==> config.mk <==
export PLATFORM = sky130hd
export DESIGN_NAME = jpeg_chroma_replicate_upsampler_core_flat
export DESIGN_NICKNAME = d
export VERILOG_FILES = /design/src/rtl/jcru_pkg.sv /design/src/rtl/jcru_if.sv /design/src/rtl/jcru_front.sv /design/src/rtl/jcru_queue.sv /design/src/rtl/jcru_back.sv /design/src/rtl/jpeg_chroma_replicate_upsampler_core.sv /design/src/flat_wrapper.sv
export SDC_FILE = /design/constraint.sdc
export NUM_CORES = 1
export LEC_CHECK = 0
export BUFFER_PORTS_ARGS = -buffer_cell sky130_fd_sc_hd__clkbuf_2
export CORE_ASPECT_RATIO = 1.4
export CORE_MARGIN = 10
export CORE_UTILIZATION = 55
export CTS_CLUSTER_SIZE = 30
export DETAILED_ROUTE_END_ITERATION = 10
export PLACE_DENSITY = 0.75
export SLEW_MARGIN = 30
export SYNTH_ARGS = -nofsm -noshare
export SYNTH_HDL_FRONTEND = slang
export SYNTH_SLANG_ARGS = --single-unit
==> constraint.sdc <==
create_clock -name clk -period 8.6 [get_ports clk]
set_input_delay 0.43 -clock clk [delete_from_list [all_inputs] [get_ports clk]]
set_output_delay 0.43 -clock clk [all_outputs]
set_load 0.01 [all_outputs]
==> src/rtl/jcru_pkg.sv <==
// ----------------------------------------------------------------------------
// jcru_pkg
// Shared types, constants and small arithmetic helpers of the chroma
// replicate upsampler.
// ----------------------------------------------------------------------------
package jcru_pkg;

	localparam int BLOCK_DIM    = 8;
	localparam int PX_W         = 8;
	localparam int MAX_SAMPLING = 4;
	localparam int NUM_REGS     = 6;
	localparam int QUEUE_DEPTH  = 2;
	localparam int REG_IDX_W    = 3;
	localparam int FACTOR_W     = 3;

	localparam logic [REG_IDX_W-1:0] REG_LUMA_H = 3'd0;
	localparam logic [REG_IDX_W-1:0] REG_LUMA_V = 3'd1;
	localparam logic [REG_IDX_W-1:0] REG_CB_H   = 3'd2;
	localparam logic [REG_IDX_W-1:0] REG_CB_V   = 3'd3;
	localparam logic [REG_IDX_W-1:0] REG_CR_H   = 3'd4;
	localparam logic [REG_IDX_W-1:0] REG_CR_V   = 3'd5;

	typedef logic [FACTOR_W-1:0]        factor_t;
	typedef logic [3:0]                 blk_t;
	typedef logic [2:0]                 row_t;
	typedef logic [PX_W-1:0]            px_t;
	typedef px_t [BLOCK_DIM-1:0]        px_row_t;

	// one classified input row, ready for replication
	typedef struct packed {
		logic    component;
		factor_t fh;
		factor_t fv;
		factor_t yh;
		blk_t    dx0;
		blk_t    dy0;
		logic [4:0] r0;
		px_row_t px;
	} job_t;

	function automatic factor_t clamp_factor(input factor_t v);
		if (v == 3'd0)
			return 3'd1;
		if (v > FACTOR_W'(MAX_SAMPLING))
			return FACTOR_W'(MAX_SAMPLING);
		return v;
	endfunction

	// floor(v / d) for d in 1..4, v < 32; divide by 3 via 11/32
	function automatic logic [4:0] quot_small(input logic [4:0] v, input factor_t d);
		logic [9:0] p;
		p = 10'(v) * 10'd11;
		case (d)
			3'd1: return v;
			3'd2: return v >> 1;
			3'd3: return p[9:5];
			3'd4: return v >> 2;
			default: return v;
		endcase
	endfunction

	function automatic factor_t ratio(input factor_t luma, input factor_t chroma);
		logic [4:0] q;
		q = quot_small(5'(clamp_factor(luma)), clamp_factor(chroma));
		return (q == 5'd0) ? 3'd1 : q[2:0];
	endfunction

endpackage

==> src/rtl/jcru_if.sv <==
// ----------------------------------------------------------------------------
// jcru interfaces
// Valid/ready channels for input rows, output rows and register writes.
// ----------------------------------------------------------------------------
interface jcru_in_if;
	logic       valid;
	logic       ready;
	logic       component;
	logic [3:0] src_block;
	logic [2:0] src_row;
	logic [7:0] in_px0;
	logic [7:0] in_px1;
	logic [7:0] in_px2;
	logic [7:0] in_px3;
	logic [7:0] in_px4;
	logic [7:0] in_px5;
	logic [7:0] in_px6;
	logic [7:0] in_px7;

	modport source (
		output valid, component, src_block, src_row,
		       in_px0, in_px1, in_px2, in_px3, in_px4, in_px5, in_px6, in_px7,
		input  ready
	);
	modport sink (
		input  valid, component, src_block, src_row,
		       in_px0, in_px1, in_px2, in_px3, in_px4, in_px5, in_px6, in_px7,
		output ready
	);
endinterface

interface jcru_out_if;
	logic       valid;
	logic       ready;
	logic       out_component;
	logic [3:0] dest_block;
	logic [2:0] dest_row;
	logic [7:0] out_px0;
	logic [7:0] out_px1;
	logic [7:0] out_px2;
	logic [7:0] out_px3;
	logic [7:0] out_px4;
	logic [7:0] out_px5;
	logic [7:0] out_px6;
	logic [7:0] out_px7;
	logic       last_of_run;

	modport source (
		output valid, out_component, dest_block, dest_row,
		       out_px0, out_px1, out_px2, out_px3, out_px4, out_px5, out_px6, out_px7,
		       last_of_run,
		input  ready
	);
	modport sink (
		input  valid, out_component, dest_block, dest_row,
		       out_px0, out_px1, out_px2, out_px3, out_px4, out_px5, out_px6, out_px7,
		       last_of_run,
		output ready
	);
endinterface

interface jcru_cfg_if;
	logic       valid;
	logic       ready;
	logic [2:0] index;
	logic [2:0] data;

	modport source (output valid, index, data, input ready);
	modport sink (input valid, index, data, output ready);
endinterface

==> src/rtl/jcru_front.sv <==
// ----------------------------------------------------------------------------
// jcru_front
// Holds the sampling-factor registers, accepts input rows and classifies
// each into a replication job (factors, base block position, base row).
// ----------------------------------------------------------------------------
module jcru_front (
	input  logic            clk,
	input  logic            arst_n,
	jcru_in_if.sink         src,
	jcru_cfg_if.sink        cfg,
	output logic            push_valid,
	input  logic            push_ready,
	output jcru_pkg::job_t  push_job
);
	import jcru_pkg::*;

	factor_t luma_h_q, luma_v_q, cb_h_q, cb_v_q, cr_h_q, cr_v_q;

	factor_t    ch, cv, fh, fv, yh;
	logic [4:0] by5;
	blk_t       by;
	logic [6:0] by_ch;
	logic [1:0] bx;
	logic [4:0] bx_fh;
	logic [6:0] by_fv;
	logic [5:0] row_fv;

	assign cfg.ready = 1'b1;

	always_ff @(posedge clk or negedge arst_n) begin
		if (!arst_n) begin
			luma_h_q <= 3'd2;
			luma_v_q <= 3'd2;
			cb_h_q   <= 3'd1;
			cb_v_q   <= 3'd1;
			cr_h_q   <= 3'd1;
			cr_v_q   <= 3'd1;
		end else if (cfg.valid) begin
			case (cfg.index)
				REG_LUMA_H: luma_h_q <= cfg.data;
				REG_LUMA_V: luma_v_q <= cfg.data;
				REG_CB_H:   cb_h_q   <= cfg.data;
				REG_CB_V:   cb_v_q   <= cfg.data;
				REG_CR_H:   cr_h_q   <= cfg.data;
				REG_CR_V:   cr_v_q   <= cfg.data;
				default: ;
			endcase
		end
	end

	always_comb begin
		ch     = clamp_factor(src.component ? cr_h_q : cb_h_q);
		cv     = src.component ? cr_v_q : cb_v_q;
		yh     = clamp_factor(luma_h_q);
		fh     = ratio(luma_h_q, ch);
		fv     = ratio(luma_v_q, cv);
		by5    = quot_small({1'b0, src.src_block}, ch);
		by     = by5[3:0];
		by_ch  = 7'(by) * 7'(ch);
		bx     = 2'(src.src_block - by_ch[3:0]);
		bx_fh  = 5'(bx) * 5'(fh);
		by_fv  = 7'(by) * 7'(fv);
		row_fv = 6'(src.src_row) * 6'(fv);
	end

	always_comb begin
		push_job.component = src.component;
		push_job.fh        = fh;
		push_job.fv        = fv;
		push_job.yh        = yh;
		push_job.dx0       = bx_fh[3:0];
		push_job.dy0       = by_fv[3:0];
		push_job.r0        = row_fv[4:0];
		push_job.px[0]     = src.in_px0;
		push_job.px[1]     = src.in_px1;
		push_job.px[2]     = src.in_px2;
		push_job.px[3]     = src.in_px3;
		push_job.px[4]     = src.in_px4;
		push_job.px[5]     = src.in_px5;
		push_job.px[6]     = src.in_px6;
		push_job.px[7]     = src.in_px7;
	end

	assign push_valid = src.valid;
	assign src.ready  = push_ready;

endmodule

==> src/rtl/jcru_queue.sv <==
// ----------------------------------------------------------------------------
// jcru_queue
// Short job queue between the classifying front and the replicating back.
// ----------------------------------------------------------------------------
module jcru_queue (
	input  logic            clk,
	input  logic            arst_n,
	input  logic            push_valid,
	output logic            push_ready,
	input  jcru_pkg::job_t  push_job,
	output logic            head_valid,
	input  logic            pop,
	output jcru_pkg::job_t  head_job
);
	import jcru_pkg::*;

	localparam int PTR_W = (QUEUE_DEPTH > 1) ? $clog2(QUEUE_DEPTH) : 1;

	job_t             mem_q [QUEUE_DEPTH];
	logic [PTR_W-1:0] wr_ptr_q, rd_ptr_q;
	logic [PTR_W:0]   count_q;
	logic             do_push, do_pop;

	assign push_ready = (count_q != (PTR_W+1)'(QUEUE_DEPTH));
	assign head_valid = (count_q != '0);
	assign head_job   = mem_q[rd_ptr_q];
	assign do_push    = push_valid && push_ready;
	assign do_pop     = pop && head_valid;

	always_ff @(posedge clk or negedge arst_n) begin
		if (!arst_n) begin
			wr_ptr_q <= '0;
			rd_ptr_q <= '0;
			count_q  <= '0;
		end else begin
			if (do_push)
				wr_ptr_q <= (wr_ptr_q == PTR_W'(QUEUE_DEPTH-1)) ? '0 : wr_ptr_q + 1'b1;
			if (do_pop)
				rd_ptr_q <= (rd_ptr_q == PTR_W'(QUEUE_DEPTH-1)) ? '0 : rd_ptr_q + 1'b1;
			if (do_push && !do_pop)
				count_q <= count_q + 1'b1;
			else if (do_pop && !do_push)
				count_q <= count_q - 1'b1;
		end
	end

	always_ff @(posedge clk) begin
		if (do_push)
			mem_q[wr_ptr_q] <= push_job;
	end

endmodule

==> src/rtl/jcru_back.sv <==
// ----------------------------------------------------------------------------
// jcru_back
// Walks each job over its vertical and horizontal replicas, one output
// row per cycle while dst is ready, into a registered output stage.
// ----------------------------------------------------------------------------
module jcru_back (
	input  logic            clk,
	input  logic            arst_n,
	input  logic            head_valid,
	input  jcru_pkg::job_t  head_job,
	output logic            pop,
	jcru_out_if.source      dst
);
	import jcru_pkg::*;

	typedef struct packed {
		logic    component;
		blk_t    dest_block;
		row_t    dest_row;
		px_row_t px;
		logic    last;
	} result_t;

	logic [1:0] k_q, mx_q;
	logic       out_valid_q;
	result_t    out_q;

	logic       adv, last_k, last_mx, last;
	logic [4:0] r;
	blk_t       dx, dy;
	logic [6:0] dy_yh;
	logic [4:0] col;
	logic [4:0] src_col;
	result_t    nxt;

	assign adv     = !out_valid_q || dst.ready;
	assign last_mx = ({1'b0, mx_q} == head_job.fh - 3'd1);
	assign last_k  = ({1'b0, k_q} == head_job.fv - 3'd1);
	assign last    = last_mx && last_k;
	assign pop     = adv && head_valid && last;

	always_comb begin
		r     = head_job.r0 + 5'(k_q);
		dx    = head_job.dx0 + 4'(mx_q);
		dy    = head_job.dy0 + 4'(r[4:3]);
		dy_yh = 7'(dy) * 7'(head_job.yh);
		nxt.component  = head_job.component;
		nxt.dest_block = dy_yh[3:0] + dx;
		nxt.dest_row   = r[2:0];
		nxt.last       = last;
		for (int j = 0; j < BLOCK_DIM; j++) begin
			col         = {mx_q, 3'(j)};
			src_col     = quot_small(col, head_job.fh);
			nxt.px[j]   = head_job.px[src_col[2:0]];
		end
	end

	always_ff @(posedge clk or negedge arst_n) begin
		if (!arst_n) begin
			out_valid_q <= 1'b0;
			k_q         <= '0;
			mx_q        <= '0;
		end else if (adv) begin
			out_valid_q <= head_valid;
			if (head_valid) begin
				if (last) begin
					k_q  <= '0;
					mx_q <= '0;
				end else if (last_mx) begin
					mx_q <= '0;
					k_q  <= k_q + 2'd1;
				end else begin
					mx_q <= mx_q + 2'd1;
				end
			end
		end
	end

	always_ff @(posedge clk) begin
		if (adv && head_valid)
			out_q <= nxt;
	end

	assign dst.valid         = out_valid_q;
	assign dst.out_component = out_q.component;
	assign dst.dest_block    = out_q.dest_block;
	assign dst.dest_row      = out_q.dest_row;
	assign dst.out_px0       = out_q.px[0];
	assign dst.out_px1       = out_q.px[1];
	assign dst.out_px2       = out_q.px[2];
	assign dst.out_px3       = out_q.px[3];
	assign dst.out_px4       = out_q.px[4];
	assign dst.out_px5       = out_q.px[5];
	assign dst.out_px6       = out_q.px[6];
	assign dst.out_px7       = out_q.px[7];
	assign dst.last_of_run   = out_q.last;

endmodule

==> src/rtl/jpeg_chroma_replicate_upsampler_core.sv <==
// ----------------------------------------------------------------------------
// jpeg_chroma_replicate_upsampler_core
// Chroma upsampler by pixel replication for Cb/Cr 8x8 block rows.
// ----------------------------------------------------------------------------
// Channels: src takes one subsampled 8-sample chroma row with its component,
// source block and row; dst returns fh*fv full-resolution rows, each with
// destination block and row, last_of_run marking the final one of a row.
// cfg writes the six sampling-factor registers (index 0..5); it is always
// ready. The user must see that it is written only while the block is
// idle; the block itself does not enforce this. Accepted input rows are
// held in the job queue. The back end emits one output row per cycle
// while dst is ready, fh*fv rows per input row (1 to 16; four for 4:2:0).
// A two-entry job queue lets the input side keep accepting rows while the
// back end works, and the output register holds a row while dst stalls;
// src.ready drops once the queue is full.
// Reset: queue and output stage empty, factors at luma 2x2, chroma 1x1.
// ----------------------------------------------------------------------------
module jpeg_chroma_replicate_upsampler_core (
	input  logic       clk,
	input  logic       arst_n,
	jcru_in_if.sink    src,
	jcru_out_if.source dst,
	jcru_cfg_if.sink   cfg
);
	import jcru_pkg::*;

	logic push_valid, push_ready, head_valid, pop;
	job_t push_job, head_job;

	jcru_front u_front (
		.clk        (clk),
		.arst_n     (arst_n),
		.src        (src),
		.cfg        (cfg),
		.push_valid (push_valid),
		.push_ready (push_ready),
		.push_job   (push_job)
	);

	jcru_queue u_queue (
		.clk        (clk),
		.arst_n     (arst_n),
		.push_valid (push_valid),
		.push_ready (push_ready),
		.push_job   (push_job),
		.head_valid (head_valid),
		.pop        (pop),
		.head_job   (head_job)
	);

	jcru_back u_back (
		.clk        (clk),
		.arst_n     (arst_n),
		.head_valid (head_valid),
		.head_job   (head_job),
		.pop        (pop),
		.dst        (dst)
	);

endmodule
==> src/flat_wrapper.sv <==
// flat-port wrapper written by rule: the top's interface ports become plain ports
module jpeg_chroma_replicate_upsampler_core_flat import jcru_pkg::*;
  (clk, arst_n, src_valid, src_component, src_src_block, src_src_row, src_in_px0, src_in_px1, src_in_px2, src_in_px3, src_in_px4, src_in_px5, src_in_px6, src_in_px7, src_ready, dst_valid, dst_out_component, dst_dest_block, dst_dest_row, dst_out_px0, dst_out_px1, dst_out_px2, dst_out_px3, dst_out_px4, dst_out_px5, dst_out_px6, dst_out_px7, dst_last_of_run, dst_ready, cfg_valid, cfg_index, cfg_data, cfg_ready);
  jcru_in_if src_i ();
  jcru_out_if dst_i ();
  jcru_cfg_if cfg_i ();
  input  logic clk;
  input  logic arst_n;
  input wire logic [$bits(src_i.valid)-1:0] src_valid;
  input wire logic [$bits(src_i.component)-1:0] src_component;
  input wire logic [$bits(src_i.src_block)-1:0] src_src_block;
  input wire logic [$bits(src_i.src_row)-1:0] src_src_row;
  input wire logic [$bits(src_i.in_px0)-1:0] src_in_px0;
  input wire logic [$bits(src_i.in_px1)-1:0] src_in_px1;
  input wire logic [$bits(src_i.in_px2)-1:0] src_in_px2;
  input wire logic [$bits(src_i.in_px3)-1:0] src_in_px3;
  input wire logic [$bits(src_i.in_px4)-1:0] src_in_px4;
  input wire logic [$bits(src_i.in_px5)-1:0] src_in_px5;
  input wire logic [$bits(src_i.in_px6)-1:0] src_in_px6;
  input wire logic [$bits(src_i.in_px7)-1:0] src_in_px7;
  output wire logic [$bits(src_i.ready)-1:0] src_ready;
  output wire logic [$bits(dst_i.valid)-1:0] dst_valid;
  output wire logic [$bits(dst_i.out_component)-1:0] dst_out_component;
  output wire logic [$bits(dst_i.dest_block)-1:0] dst_dest_block;
  output wire logic [$bits(dst_i.dest_row)-1:0] dst_dest_row;
  output wire logic [$bits(dst_i.out_px0)-1:0] dst_out_px0;
  output wire logic [$bits(dst_i.out_px1)-1:0] dst_out_px1;
  output wire logic [$bits(dst_i.out_px2)-1:0] dst_out_px2;
  output wire logic [$bits(dst_i.out_px3)-1:0] dst_out_px3;
  output wire logic [$bits(dst_i.out_px4)-1:0] dst_out_px4;
  output wire logic [$bits(dst_i.out_px5)-1:0] dst_out_px5;
  output wire logic [$bits(dst_i.out_px6)-1:0] dst_out_px6;
  output wire logic [$bits(dst_i.out_px7)-1:0] dst_out_px7;
  output wire logic [$bits(dst_i.last_of_run)-1:0] dst_last_of_run;
  input wire logic [$bits(dst_i.ready)-1:0] dst_ready;
  input wire logic [$bits(cfg_i.valid)-1:0] cfg_valid;
  input wire logic [$bits(cfg_i.index)-1:0] cfg_index;
  input wire logic [$bits(cfg_i.data)-1:0] cfg_data;
  output wire logic [$bits(cfg_i.ready)-1:0] cfg_ready;
  assign src_i.valid = src_valid;
  assign src_i.component = src_component;
  assign src_i.src_block = src_src_block;
  assign src_i.src_row = src_src_row;
  assign src_i.in_px0 = src_in_px0;
  assign src_i.in_px1 = src_in_px1;
  assign src_i.in_px2 = src_in_px2;
  assign src_i.in_px3 = src_in_px3;
  assign src_i.in_px4 = src_in_px4;
  assign src_i.in_px5 = src_in_px5;
  assign src_i.in_px6 = src_in_px6;
  assign src_i.in_px7 = src_in_px7;
  assign src_ready = src_i.ready;
  assign dst_valid = dst_i.valid;
  assign dst_out_component = dst_i.out_component;
  assign dst_dest_block = dst_i.dest_block;
  assign dst_dest_row = dst_i.dest_row;
  assign dst_out_px0 = dst_i.out_px0;
  assign dst_out_px1 = dst_i.out_px1;
  assign dst_out_px2 = dst_i.out_px2;
  assign dst_out_px3 = dst_i.out_px3;
  assign dst_out_px4 = dst_i.out_px4;
  assign dst_out_px5 = dst_i.out_px5;
  assign dst_out_px6 = dst_i.out_px6;
  assign dst_out_px7 = dst_i.out_px7;
  assign dst_last_of_run = dst_i.last_of_run;
  assign dst_i.ready = dst_ready;
  assign cfg_i.valid = cfg_valid;
  assign cfg_i.index = cfg_index;
  assign cfg_i.data = cfg_data;
  assign cfg_ready = cfg_i.ready;
  jpeg_chroma_replicate_upsampler_core u_core (.clk(clk), .arst_n(arst_n), .src(src_i), .dst(dst_i), .cfg(cfg_i));
endmodule
==> out/qor.yml, run 1 <==
post-route-period-util_pct: 65.1
final_util_pct: 63.4
detail-route-antenna-nets: 0
setup_viol: 0
vdd_drop_max_mv: 0.310
post-cts-setup-buffer-count: 0
synth_edf_count: 247
ys.flop_type: "edfxtp_1"
antenna_found_initial: 1
die_w_um: 162
dr.pass1.iters: 6
viasPerCell: 6.35
place_congestion: 0.964
wirelength_mm: 46.4
drc: 0
finalHoldViolCount: 0
wire_per_inst_um: 24.6
powerDensity_nw_per_um2: 438
cp-endpoint: "u_core.u_back.dst.dest_block[3]$_DFFE_PP_"
setup_tns_ps: 0
crit_family: "adder cells"
final_max_slew_viol_count: 0
end_kind: "flop"
cts_tree: "built"
dieArea_um2: 35500
yosysSeqAreaShare_pct: 52.1
area_growth_pct: 13.2
hp-class: "primary input to flop"
clockBufferDepth: 3
grt_pass1_vias: 11700
ys_ff_latch: 274
syn-instance-count: 1376
drt_iter0_markers: 1006
path_class: "flop to flop"
initial_core_util_pct: 56.0
async_reset_ff_share_pct: 9.85
numCtsBuffers: 26
power.leakage_nw: 6.36
timing.rr.end: "u_core.u_back.dst.dest_block[3]$_DFFE_PP_"
grt_max_degree: 76
synth_nets: 1510
worst_path_most_repeated_cell: "xnor2_1"
fin_worst_skew_ps: 20.6
path_depth: 19
core_um2: 27700
io_buffer_count: 157
crit_slowest_cell: "dfrtp_4"
r2r_slack_ps: 3000
cp-startpoint: "u_core.u_queue.rd_ptr_q$_DFFE_PN0P_"
die_h_um: 219
status: "finished clean"
cts.sinks: 274
grt-ovfl-total: 0
ctsResizeCount: 0
grt_pass1_wl_mm: 69.6
rsz0062_at_grt: "no"
crit_chain: "mux2_2 > ha_1 > inv_1 > fa_1 > nor3_1 > xnor2_1 > inv_1 > fa_1 > xnor2_1 > nand2_1 > o22a_1 > fa_1 > fa_1 > xor2_1 > xnor2_1 > xnor2_1 > xnor2_1 > xnor2_1 > xnor2_1"
synth_area_um2: 15500
ctsHoldBuffers: 1
synth_area_leaders: "edfxtp_1, mux2i_1, mux2_2"
std_cell_rows: 72
relSlewSlack_pct: 30.0
clk_latency_ps: 560
rr_startpoint: "u_core.u_queue.rd_ptr_q$_DFFE_PN0P_"
nNetsFinal: 1628
dr_total_vias: 12000
post-dp-hpwl_mm: 33.2
cp_data_required_time_ps: 8900
crit_buf_inv: 2
clock-root-buffer: "clkbuf_16"
clk_pin_slew_ps: 60
cp_data_arrival_time_ps: 5900
worstSetupStartpointType: "flop"
r2r_cells: 19
yosysTopAreaCellShare_pct: 47.7
ios: 159
htree_levels: 1
synth_warnings: 0
slowest_delay_ps: 1020
fin_crit_ps: 5600
cap_violations: 0
max_freq_mhz: 179
synth_top_cell_by_area: "edfxtp_1"
syn_area_per_cell_um2: 11.3
tightest_slew_ps: 1020
track_usage_pct: 25.5
drive_above_1_share_pct: 21.4
crit_path_max_fanout: 57
ys_types: 66
[cell usage in the layout, fill, tap and decap left out, types with 19 or more instances in the layout]
master / instances
nand2_1: 157
inv_1: 30
nor2_1: 103
o21ai_0: 43
xnor2_1: 27
o211ai_1: 80
mux2_2: 54
a211oi_1: 60
a21oi_1: 75
dfrtp_1: 20
nand3_1: 19
mux2i_1: 101
a31oi_1: 21
clkbuf_16: 27
buf_4: 23
ha_1: 41
o221ai_1: 21
clkbuf_2: 157
edfxtp_1: 247
[metrics by stage]
| stage | hold slack (ps) | cell area, µm² | total power [W] | instances | setup WS, ps |
|---|---|---|---|---|---|
| global route | 56.1 | 17600 | 0.00812 | 1884 | 2730 |
| CTS | 51.9 | 17600 | 0.00766 | 1884 | 2980 |
| global placement | 486 | 16600 | 0.00630 | 1834 | 3180 |
| floorplan | 134 | 15500 | 0.00511 | 1376 | 2900 |
| detailed placement | 495 | 16600 | 0.00642 | 1835 | 3000 |
| finish | 65.5 | 17600 | 0.00772 | 1885 | 3000 |
[final cells by class]
type | instances | area, µm²
Tap cell | 370 | 463
Fill cell | 2238 | 10100
Sequential cell | 274 | 8100
Clock inverter | 13 | 168
Antenna cell | 1 | 2.50
Clock buffer | 35 | 766
Timing Repair Buffer | 183 | 1010
Inverter | 31 | 118
Multi-Input combinational cell | 978 | 6970
[synth_stat cells, types with 10 or more instances]
cell / n
ha_1: 41
nand2_1: 158
nand3_1: 19
nand2b_1: 10
mux2i_1: 109
a21oi_1: 76
nor2_1: 104
o211ai_1: 80
nor2b_1: 11
buf_1: 10
mux2_2: 54
xnor2_1: 27
fa_1: 10
o221ai_1: 21
a31oi_1: 21
o22ai_1: 10
o21ai_0: 44
edfxtp_1: 247
a211oi_1: 60
clkbuf_1: 30
dfrtp_1: 21
inv_1: 31
buf_2: 41
[report_power, final]
| part | switching (W) | internal, W |
|---|---|---|
| registers | 0.000224 | 0.00214 |
| logic | 0.00265 | 0.00147 |
| clock network | 0.000488 | 0.000742 |
| total | 0.00337 | 0.00435 |
[state kept, by name, summed over array words and instances, names as in the netlist, 2 cells and up]
register,count
u_core.u_front.cr_h_q,3
u_core.u_back.dst.dest_block,4
u_core.u_front.luma_v_q,3
u_core.u_back.dst.out_px0,8
u_core.u_front.cb_h_q,3
u_core.u_back.dst.out_px2,8
u_core.u_back.k_q,2
u_core.u_back.dst.out_px7,8
u_core.u_front.luma_h_q,3
u_core.u_back.dst.out_px5,8
u_core.u_queue.count_q,2
u_core.u_queue.mem_q,174
u_core.u_front.cr_v_q,3
u_core.u_back.dst.out_px1,8
u_core.u_back.mx_q,2
u_core.u_back.dst.out_px4,8
u_core.u_back.dst.out_px3,8
u_core.u_back.dst.dest_row,3
u_core.u_back.dst.out_px6,8
u_core.u_front.cb_v_q,3
[routing by layer]
layer  GRT usage [%]  up-vias  part of all wire (%)  routed length, µm
met2            46.4      542                    52              24200
met3            5.36      184                   7.5               3460
met4            16.2        0                   7.1               3270
met5               0        -                     0                  0
met1            26.1     5774                    33              15400
li1                -     5467                     -                  -
[cells by family (layout without fill, tap and decap cells)]
logic type / count (synthesis) / after routing / share of synthesized area, %
xor gates and xnor gates: 36 / 36 / 2.03
AOI/OAI and AO/OA: 377 / 377 / 16.4
adders and majority gates: 51 / 51 / 4.59
DFF: 274 / 274 / 52.1
muxes: 167 / 167 / 11.5
buffers and inverters: 124 / 262 / 3.65
and+or+nand+nor: 345 / 345 / 9.71
other: 2 / 3 / 0.0483
[how the worst min path moves through the flow]
stage	startpoint	to	slack, ps	cells after the start
3_3_place_gp	u_core.u_back.dst.valid$_DFFE_PN0N_	u_core.u_back.dst.valid$_DFFE_PN0N_	490	2
6_report	src_in_px7[2]	u_core.u_queue.mem_q[0][58]$_DFFE_PP_	70	1
5_1_grt	src_in_px7[2]	u_core.u_queue.mem_q[1][58]$_DFFE_PP_	60	1
2_1_floorplan	arst_n	u_core.u_back.dst.valid$_DFFE_PN0N_	130	0
4_1_cts	src_in_px7[2]	u_core.u_queue.mem_q[0][58]$_DFFE_PP_	50	1
3_5_place_dp	u_core.u_back.dst.valid$_DFFE_PN0N_	u_core.u_back.dst.valid$_DFFE_PN0N_	490	2
Power figures use the tool's default switching activity.
==> run 2, diff against run 1 <==
--- a/config.mk
+++ b/config.mk
@@ -8,10 +8,10 @@
 export BUFFER_PORTS_ARGS = -buffer_cell sky130_fd_sc_hd__clkbuf_2
 export CORE_ASPECT_RATIO = 1.4
 export CORE_MARGIN = 10
-export CORE_UTILIZATION = 55
+export CORE_UTILIZATION = 54
 export CTS_CLUSTER_SIZE = 30
 export DETAILED_ROUTE_END_ITERATION = 10
-export PLACE_DENSITY = 0.75
+export PLACE_DENSITY = 0.77
 export SLEW_MARGIN = 30
 export SYNTH_ARGS = -nofsm -noshare
 export SYNTH_HDL_FRONTEND = slang
==> constraint.sdc (replaced) <==
create_clock -name clk -period 5.01 [get_ports clk]
set_input_delay 0.2505 -clock clk [delete_from_list [all_inputs] [get_ports clk]]
set_output_delay 0.2505 -clock clk [all_outputs]
set_load 0.01 [all_outputs]
==> run 2 against run 1 <==
Effect of this change:
- non-clock buffer count rose by 77
- die area rose by 1.7%
- wire length rose by 1.7%
- sequential power rose by 69%
- critical path type unchanged
- largest power group unchanged
- highest routed layer unchanged
==> out/qor.yml, run 2 (same netlist as run 1, synthesis figures left out) <==
fin_crit_ps: 4730  # was 5600 ps
nNetsFinal: 1704  # was 1628
drc: 0  # unchanged
clock-root-buffer: "clkbuf_16"  # unchanged
worst_path_most_repeated_cell: "xnor2_1"  # unchanged
post-route-period-util_pct: 94.5  # was 65.1%
met3_usage_pct: 3.89  # was 5.36%
setup_tns_ps: 0  # unchanged
std_cell_rows: 73  # was 72
hp-class: "primary input to flop"  # unchanged
grt-ovfl-total: 0  # unchanged
wire_per_inst_um: 24.0  # was 24.6 µm
track_usage_pct: 25.8  # was 25.5%
slowest_delay_ps: 540  # was 1020 ps
fin_ws_ps: 277  # was 3000 ps
powerDensity_nw_per_um2: 729  # was 438 nW/µm²
grt_pass1_vias: 12100  # was 11700
area_growth_pct: 18.3  # was 13.2%
dr.pass1.iters: 5  # was 6
layout_commonest_cell: "edfxtp_1"  # unchanged
dieArea_um2: 36100  # was 35500 µm²
met2_usage_pct: 45.8  # was 46.4%
initial_core_util_pct: 54.7  # was 56.0%
setup_viol: 0  # unchanged
clk_latency_ps: 550  # was 560 ps
tightest_slew_ps: 974  # was 1020 ps
crit_family: "adder cells"  # unchanged
largest_reg_flops: 174  # unchanged
ctsResizeCount: 0  # unchanged
path_depth: 20  # was 19
busiest_layer: "met2"  # unchanged
clk_pin_slew_ps: 70  # was 60 ps
cap_violations: 0  # unchanged
cp-startpoint: "u_core.u_queue.rd_ptr_q$_DFFE_PN0P_"  # unchanged
fin_worst_skew_ps: 14.3  # was 20.6 ps
viasPerCell: 6.19  # was 6.35
crit_slowest_cell: "dfrtp_4"  # unchanged
timing.rr.end: "u_core.u_back.dst.dest_block[3]$_DFFE_PP_"  # unchanged
ios: 159  # unchanged
max_freq_mhz: 211  # was 179 MHz
vdd_drop_max_mv: 0.410  # was 0.310 mV
diodes: 0  # was 1
antenna_found_initial: 0  # was 1
detail-route-antenna-nets: 0  # unchanged
power.leakage_nw: 6.67  # was 6.36 nW
dr_total_vias: 12200  # was 12000
drive_above_1_share_pct: 21.5  # was 21.4%
final_max_slew_viol_count: 0  # unchanged
cts.sinks: 274  # unchanged
place_congestion: 1.02  # was 0.964
relSlewSlack_pct: 33.2  # was 30.0%
core_um2: 28400  # was 27700 µm²
htree_levels: 1  # unchanged
rr_startpoint: "u_core.u_queue.rd_ptr_q$_DFFE_PN0P_"  # unchanged
top_register: "u_core.u_queue.mem_q"  # unchanged
end_kind: "flop"  # unchanged
pre_cts_ws_ps: 249  # was 3000 ps
post-dp-hpwl_mm: 33.5  # was 33.2 mm
cp-endpoint: "u_core.u_back.dst.dest_block[3]$_DFFE_PP_"  # unchanged
final_util_pct: 64.7  # was 63.4%
die_w_um: 163  # was 162 µm
crit_buf_inv: 2  # unchanged
die_h_um: 221  # was 219 µm
grt_pass1_wl_mm: 71.2  # was 69.6 mm
status: "finished clean"  # unchanged
final_cell_mix: "edfxtp_1, nand2_1, clkbuf_2, nor2_1, mux2i_1"  # unchanged
drt_iter0_markers: 1003  # was 1006
cp_data_arrival_time_ps: 5030  # was 5900 ps
path_class: "flop to flop"  # unchanged
finalHoldViolCount: 0  # unchanged
r2r_slack_ps: 280  # was 3000 ps
io_buffer_count: 157  # unchanged
cts_tree: "built"  # unchanged
rsz0062_at_grt: "no"  # unchanged
crit_path_max_fanout: 12  # was 57
crit_chain: "mux2i_4 > inv_1 > ha_1 > a21oi_1 > nor2_1 > xnor2_1 > ha_1 > inv_1 > fa_2 > xnor2_2 > nand2_1 > o22a_1 > fa_1 > fa_1 > xor2_1 > xnor2_1 > xnor2_1 > xnor2_1 > xnor2_1 > xnor2_1"  # was mux2_2 > ha_1 > inv_1 > fa_1 > nor3_1 > xnor2_1 > inv_1 > fa_1 > xnor2_1 > nand2_1 > o22a_1 > fa_1 > fa_1 > xor2_1 > xnor2_1 > xnor2_1 > xnor2_1 > xnor2_1 > xnor2_1
wirelength_mm: 47.1  # was 46.4 mm
r2r_cells: 20  # was 19
gr-usage-met1_pct: 27.6  # was 26.1%
cp_data_required_time_ps: 5310  # was 8900 ps
clockBufferDepth: 3  # unchanged
grt_max_degree: 64  # was 76
numCtsBuffers: 25  # was 26
worstSetupStartpointType: "flop"  # unchanged
==> run 2: final cells by class <==
class,instances,area (µm²)
clock buffer,28,637
tap,375,469
sequential,274,8100
inverter,31,118
clock inverter,18,226
multi-input combinational,978,7020
fill,2135,10000
timing repair buffer,260,1810
==> run 2: power by group <==
group | switching [W] | total (W) | internal, W
clock | 0.000850 | 0.00203 | 0.00118
combinational | 0.00468 | 0.00737 | 0.00269
sequential | 0.000322 | 0.00400 | 0.00367
total | 0.00585 | 0.0134 | 0.00754
==> run 2: worst min-delay path by stage <==
stage,start,end,depth (start not counted)
detailed placement,arst_n,u_core.u_front.cb_h_q[1]$_DFFE_PN0P_,1
global route,cfg_data[1],u_core.u_front.luma_h_q[1]$_DFFE_PN1P_,3
global placement,arst_n,u_core.u_front.cr_h_q[2]$_DFFE_PN0P_,1
CTS,cfg_data[1],u_core.u_front.luma_h_q[1]$_DFFE_PN1P_,3
finish,cfg_data[0],u_core.u_front.cr_h_q[0]$_DFFE_PN1P_,3
floorplan,arst_n,u_core.u_back.dst.valid$_DFFE_PN0N_,0
==> run 2: tightest hold or removal path: cells and delay by family <==
family	cells	cell delay (ps)
compound gates	1	70
buf+inv	1	150
simple gates	1	90
==> run 2: timing repair <==
action / 4_1_cts / 5_1_grt
hold buffers: 66 / 0
setup buffers: 0 / 0
endpoints found under the hold margin: 150 / 0
==> run 2: layer usage <==
| layer | part of all wire (%) | routed length (µm) | up-vias |
|---|---|---|---|
| met5 | 0 | 0 | - |
| met4 | 7.2 | 3380 | 0 |
| met3 | 7.1 | 3330 | 177 |
| met2 | 52 | 24400 | 606 |
| met1 | 34 | 16100 | 5766 |
| li1 | - | - | 5604 |
==> run 2: per-stage QoR <==
step	total power (W)	std cells	area, µm²	hold WS [ps]
finish	0.0134	1964	18400	9.10
global placement	0.0110	1852	16800	330
detailed placement	0.0112	1852	16800	332
floorplan	0.00881	1376	15600	-45.1
global route	0.0141	1964	18400	20.0
CTS	0.0133	1964	18400	15.0
